==> src/rtl/cgs_pkg.sv <==
// ----------------------------------------------------------------------------
// cgs_pkg
// Shared constants, point type, controller states, datapath commands and status.
// ----------------------------------------------------------------------------
package cgs_pkg;

  localparam int CW   = 16;
  localparam int MAXP = 64;
  localparam int AW   = $clog2(MAXP);
  localparam int NW   = $clog2(MAXP + 1);
  localparam int DW   = CW + 1;
  localparam int PW   = 2 * DW;
  localparam int LW   = DW + 1;

  typedef struct packed {
    logic signed [CW-1:0] x;
    logic signed [CW-1:0] y;
  } pt_t;

  typedef enum logic [5:0] {
    S_LOAD, S_PIV_INIT, S_PIV_RD, S_PIV_CMP, S_SW_RD, S_SW_A, S_SW_B,
    S_SR_RD, S_SR_T, S_IL_RD, S_IL_Q, S_IL_MUL, S_IL_CMP, S_IL_DEC, S_PLACE,
    S_RD_INIT, S_R_RD, S_R_A, S_R_RDB, S_R_B, S_R_MUL, S_R_CMP, S_R_ADV, S_R_WR,
    S_CHK, S_ST0, S_ST1, S_ST2, S_TOP, S_RD1, S_S_O, S_S_A, S_S_B, S_S_MUL,
    S_S_CMP, S_POP, S_PUSH, S_E_RD, S_E_PT, S_E_OUT, S_NH, S_FIN
  } state_t;

  typedef enum logic [5:0] {
    OP_NOP, OP_LOAD, OP_PIV_INIT, OP_PIV_RD, OP_PIV_CMP, OP_SW_RD, OP_SW_A,
    OP_SW_B, OP_SR_RD, OP_SR_T, OP_IL_RD, OP_IL_Q, OP_MUL, OP_IL_DEC, OP_PLACE,
    OP_RD_INIT, OP_R_RD, OP_R_A, OP_R_RDB, OP_R_B, OP_R_ADV, OP_R_WR,
    OP_ST0, OP_ST1, OP_ST2, OP_S_RD0, OP_S_RD1, OP_S_O, OP_S_A, OP_S_B,
    OP_S_POP, OP_PUSH, OP_E_RD, OP_E_PT, OP_E_OUT, OP_NH, OP_FIN
  } op_t;

  typedef struct packed {
    op_t op;
  } cmd_t;

  typedef struct packed {
    logic in_fire;
    logic in_last;
    logic i1_lt_n;
    logic n_gt2;
    logic j_gt1;
    logic goes_first;
    logic c_zero;
    logic c_le0;
    logic i_lt_n;
    logic m_lt3;
    logic i_lt_m;
    logic d_ge2;
    logic d_eq1;
    logic out_free;
  } status_t;

endpackage

==> src/rtl/cgs_ctrl.sv <==
// ----------------------------------------------------------------------------
// cgs_ctrl
// Sequencer for load, pivot search, insertion sort, angle reduction, scan, emit.
// ----------------------------------------------------------------------------
module cgs_ctrl (
  input  logic            clk,
  input  logic            rst,
  input  cgs_pkg::status_t st,
  output cgs_pkg::cmd_t    cmd
);
  import cgs_pkg::*;

  state_t state, state_next;

  always_ff @(posedge clk) begin
    if (rst) state <= S_LOAD;
    else     state <= state_next;
  end

  always_comb begin
    state_next = state;
    unique case (state)
      S_LOAD:     if (st.in_fire && st.in_last) state_next = S_PIV_INIT;
      S_PIV_INIT: state_next = S_PIV_RD;
      S_PIV_RD:   state_next = S_PIV_CMP;
      S_PIV_CMP:  state_next = st.i1_lt_n ? S_PIV_RD : S_SW_RD;
      S_SW_RD:    state_next = S_SW_A;
      S_SW_A:     state_next = S_SW_B;
      S_SW_B:     state_next = st.n_gt2 ? S_SR_RD : S_RD_INIT;
      S_SR_RD:    state_next = S_SR_T;
      S_SR_T:     state_next = S_IL_RD;
      S_IL_RD:    state_next = st.j_gt1 ? S_IL_Q : S_PLACE;
      S_IL_Q:     state_next = S_IL_MUL;
      S_IL_MUL:   state_next = S_IL_CMP;
      S_IL_CMP:   state_next = st.goes_first ? S_IL_DEC : S_PLACE;
      S_IL_DEC:   state_next = S_IL_RD;
      S_PLACE:    state_next = st.i1_lt_n ? S_SR_RD : S_RD_INIT;
      S_RD_INIT:  state_next = S_R_RD;
      S_R_RD:     state_next = st.i_lt_n ? S_R_A : S_CHK;
      S_R_A:      state_next = S_R_RDB;
      S_R_RDB:    state_next = st.i1_lt_n ? S_R_B : S_R_WR;
      S_R_B:      state_next = S_R_MUL;
      S_R_MUL:    state_next = S_R_CMP;
      S_R_CMP:    state_next = st.c_zero ? S_R_ADV : S_R_WR;
      S_R_ADV:    state_next = S_R_RDB;
      S_R_WR:     state_next = S_R_RD;
      S_CHK:      state_next = st.m_lt3 ? S_NH : S_ST0;
      S_ST0:      state_next = S_ST1;
      S_ST1:      state_next = S_ST2;
      S_ST2:      state_next = S_TOP;
      S_TOP: begin
        if (!st.i_lt_m)      state_next = S_E_RD;
        else if (!st.d_ge2)  state_next = S_PUSH;
        else                 state_next = S_RD1;
      end
      S_RD1:      state_next = S_S_O;
      S_S_O:      state_next = S_S_A;
      S_S_A:      state_next = S_S_B;
      S_S_B:      state_next = S_S_MUL;
      S_S_MUL:    state_next = S_S_CMP;
      S_S_CMP:    state_next = st.c_le0 ? S_POP : S_PUSH;
      S_POP:      state_next = S_TOP;
      S_PUSH:     state_next = S_TOP;
      S_E_RD:     state_next = S_E_PT;
      S_E_PT:     state_next = S_E_OUT;
      S_E_OUT:    if (st.out_free) state_next = st.d_eq1 ? S_FIN : S_E_RD;
      S_NH:       if (st.out_free) state_next = S_FIN;
      S_FIN:      state_next = S_LOAD;
      default:    state_next = S_LOAD;
    endcase
  end

  always_comb begin
    cmd.op = OP_NOP;
    unique case (state)
      S_LOAD:     cmd.op = OP_LOAD;
      S_PIV_INIT: cmd.op = OP_PIV_INIT;
      S_PIV_RD:   cmd.op = OP_PIV_RD;
      S_PIV_CMP:  cmd.op = OP_PIV_CMP;
      S_SW_RD:    cmd.op = OP_SW_RD;
      S_SW_A:     cmd.op = OP_SW_A;
      S_SW_B:     cmd.op = OP_SW_B;
      S_SR_RD:    cmd.op = OP_SR_RD;
      S_SR_T:     cmd.op = OP_SR_T;
      S_IL_RD:    cmd.op = OP_IL_RD;
      S_IL_Q:     cmd.op = OP_IL_Q;
      S_IL_MUL:   cmd.op = OP_MUL;
      S_IL_CMP:   cmd.op = OP_NOP;
      S_IL_DEC:   cmd.op = OP_IL_DEC;
      S_PLACE:    cmd.op = OP_PLACE;
      S_RD_INIT:  cmd.op = OP_RD_INIT;
      S_R_RD:     cmd.op = OP_R_RD;
      S_R_A:      cmd.op = OP_R_A;
      S_R_RDB:    cmd.op = OP_R_RDB;
      S_R_B:      cmd.op = OP_R_B;
      S_R_MUL:    cmd.op = OP_MUL;
      S_R_CMP:    cmd.op = OP_NOP;
      S_R_ADV:    cmd.op = OP_R_ADV;
      S_R_WR:     cmd.op = OP_R_WR;
      S_CHK:      cmd.op = OP_NOP;
      S_ST0:      cmd.op = OP_ST0;
      S_ST1:      cmd.op = OP_ST1;
      S_ST2:      cmd.op = OP_ST2;
      S_TOP:      cmd.op = OP_S_RD0;
      S_RD1:      cmd.op = OP_S_RD1;
      S_S_O:      cmd.op = OP_S_O;
      S_S_A:      cmd.op = OP_S_A;
      S_S_B:      cmd.op = OP_S_B;
      S_S_MUL:    cmd.op = OP_MUL;
      S_S_CMP:    cmd.op = OP_NOP;
      S_POP:      cmd.op = OP_S_POP;
      S_PUSH:     cmd.op = OP_PUSH;
      S_E_RD:     cmd.op = OP_E_RD;
      S_E_PT:     cmd.op = OP_E_PT;
      S_E_OUT:    cmd.op = OP_E_OUT;
      S_NH:       cmd.op = OP_NH;
      S_FIN:      cmd.op = OP_FIN;
      default:    cmd.op = OP_NOP;
    endcase
  end

endmodule

==> config.mk <==
export PLATFORM = sky130hd
export DESIGN_NAME = cgs_ctrl
export DESIGN_NICKNAME = d
export VERILOG_FILES = /design/src/rtl/cgs_pkg.sv /design/src/rtl/cgs_ctrl.sv
export SDC_FILE = /design/constraint.sdc
export NUM_CORES = 1
export LEC_CHECK = 0
export BUFFER_PORTS_ARGS = -buffer_cell sky130_fd_sc_hd__buf_2
export CELL_PAD_IN_SITES_DETAIL_PLACEMENT = 1
export CELL_PAD_IN_SITES_GLOBAL_PLACEMENT = 2
export CORE_ASPECT_RATIO = 0.75
export CORE_UTILIZATION = 34
export DETAILED_ROUTE_END_ITERATION = 7
export PLACE_DENSITY = 0.91
export SETUP_SLACK_MARGIN = 0.5
export SYNTH_ARGS = -nofsm -noshare
export SYNTH_HDL_FRONTEND = slang
export SYNTH_SLANG_ARGS = --single-unit
==> constraint.sdc <==
create_clock -name clk -period 3.05 [get_ports clk]
set_input_delay 0.61 -clock clk [delete_from_list [all_inputs] [get_ports clk]]
set_output_delay 0.61 -clock clk [all_outputs]
set_load 0.005 [all_outputs]
==> impl_metrics.yaml <==
outcome:
  outcome: "finished, final reports clean"
timing:
  finalHoldViolations: 0
  final_max_slew_viol_count: 0
  skew_ns: 0.00103
  rsz0062_at_grt: "yes"
  finalWorstSetupSlack_ns: 0.280
  fin_hold_ws_ns: 0.739
  period_needed_ns: 2.77
  fin_setup_tns_ns: 0
  setup_viol: 0
  worstMarginPinSlew_ns: 0.438
  post-route-period-util_pct: 90.8
  fmax_ghz: 0.361
  max_slew_margin_pct: 70.6
worst_setup_path:
  crit_path_end_kind: "register"
  path_max_fanout: 10
  crit_type: "reg2reg"
  r2r_setup_slack_ns: 0.28
  cp.required_ns: 3.22
  start_kind: "register"
  r2r_end: "cmd[0]"
  crit_arrival_ns: 2.94
  reg2reg_depth: 11
  reg2reg_from: "state[4]"
clocking:
  clkSinkCount: 12
  path_clk_slew_ns: 0.06
  ctsHoldBuffers: 0
  htreeDepth: 1
  tritoncts: "done"
  cts_buffers: 3
  cts-root-buf: "clkbuf_8"
  clockBufferDepth: 2
  clkLatencyLatePin_ns: 0.25
synthesis:
  synth_seq_area_share_pct: 14.3
  yosysUniqueCellTypes: 68
  synth_seq_cells: 12
  synth.area.top_cells: "dfxtp_1, ha_1, nand2_1"
  avgSynthCellArea_um2: 7.64
  synth_warnings: 0
  syn-num-nets: 242
  synth_flop_cell: "dfxtp_1"
  synth_top_area_cell: "dfxtp_1"
  synth-edff-count: 0
  async_reset_ff_share_pct: 0
  yosysTopAreaCellShare_pct: 14.3
  synth_area_mm2: 0.00168
  postSynthCellCount: 220
global_route:
  antenna_found_initial: 0
  grt_usage_pct: 26.6
  overflow: 0
  grt_pass1_vias: 1973
  grt_max_degree: 23
  grt_pass1_wl_mm: 11.0
floorplan:
  rows: 21
  die_area_mm2: 0.00523
  die_y_um: 62.9
  core_area_mm2: 0.00460
  io_pins: 22
  fp.dieW_um: 83.2
  start_util_pct: 36.6
routing:
  drc: 0
  ant_nets: 0
  vias: 2069
  wl_per_cell_um: 22.8
  vias_per_cell: 6.39
  first_iter_violations: 209
  drt-total-wl_mm: 7.40
  first_pass_iters: 4
placed_design:
  post-place-ws_ns: 0.0856
  dp_hpwl_mm: 4.50
  dpl_cell_area_mm2: 0.00199
  portBuffers: 21
  globalplace.congestion: 0.868
finish:
  area_delta_synth_final_pct: 46.5
  n_antenna_cell: 0
  drive_gt1_share_pct: 49.8
  fin_nets: 290
  design_area_mm2: 0.00246
worst_hold_path:
  hold_path_end: "state[1]"
  holdCritStartpoint: "rst"
  hp-class: "in2reg"
  whs_path_depth: 2
power:
  p_leak_nw: 0.947
  ir_drop_mv: 0.461
  powerDensity_mw_per_mm2: 860
flow_run:
  maxCapViolCount: 0
[cell usage after synthesis (3+ instances only)]
cell / instances
a211o_1: 3
a211oi_1: 4
a21oi_1: 9
buf_2: 13
buf_4: 3
buf_6: 3
dfxtp_1: 12
ha_1: 6
inv_1: 12
mux2i_1: 5
nand2_1: 18
nand2b_1: 9
nand3_1: 4
nand3b_1: 3
nor2_1: 14
nor2b_1: 10
nor3_1: 8
nor3b_1: 5
nor4_1: 5
o2111ai_1: 4
o21ai_0: 6
or2_2: 4
[how the worst max path moves through the flow]
| stage | from | end | slack, ns |
|---|---|---|---|
| global route | state[4] | cmd[0] | 0.21 |
| detailed placement | state[3] | cmd[3] | 0.09 |
| global placement | state[3] | cmd[3] | 0.12 |
| CTS | st[2] | cmd[3] | 0.46 |
| finish | state[4] | cmd[0] | 0.28 |
| floorplan | state[0] | cmd[3] | 0.47 |
[kinds of logic after synthesis]
kind of cell,after synthesis,share of synthesized area [%]
multiplexers,5,2.98
adder cells (fa/ha/maj),7,5.06
AND/OR/NAND/NOR,101,36.5
buffers and inverters,34,10.6
flip-flops,12,14.3
AO/OA/AOI/OAI,59,29.6
XOR/XNOR,2,1.04
[routing by layer]
metal	vias up	part of all wire [%]	global-route usage, %
met5	-	0	0
met4	0	3.6	7.33
met3	25	8.2	2.77
met2	103	45	40.4
met1	1029	43	39.4
li1	912	-	-
[state kept, by name, indices dropped and copies added (netlist names)]
register / cells
cmd: 6
state: 6
[worst max-delay path: stages (launching register included)]
cell	delay, ns
dfxtp_4	0.39
or4_4	0.59
a2111oi_4	0.22
buf_4	0.21
nor3_2	0.07
a31oi_4	0.21
buf_12	0.14
nand2b_4	0.07
inv_2	0.11
mux2i_1	0.33
mux2i_2	0.15
o211ai_1	0.20
[through the flow]
step	util (%)	instances	power, mW
floorplan	-	220	1.12
CTS	49.6	315	1.79
global placement	43.3	302	1.38
detailed placement	43.3	302	1.41
finish	53.6	324	2.12
global route	53.6	324	2.22
[cell usage in the layout (no fill, tap or decap), types with 6 or more instances in the layout]
cell type / count
buf_4: 39
buf_2: 19
nand2_1: 16
nor2_1: 11
inv_1: 10
nor2b_1: 9
o21ai_0: 6
nand2b_1: 6
dfxtp_1: 6
[cell type report]
cell class                      count  area, µm²
Sequential cell                    12        260
Inverter                           13       48.8
Clock buffer                        4       55.1
Fill cell                         536       2130
Timing Repair Buffer               64        482
Multi-Input combinational cell    174       1550
Tap cell                           57       71.3
[power by group]
| part | switching, mW | internal (mW) |
|---|---|---|
| logic | 0.881 | 0.785 |
| registers | 0.0712 | 0.199 |
| clock network | 0.0663 | 0.114 |
| total | 1.02 | 1.10 |
[repair_timing]
action                     in CTS  in global routing
resized for setup              38                 20
pin swaps                      19                  6
setup buffers                   9                  9
setup endpoints to repair       6                  6
Note: power is estimated with default switching activity, not from simulation.
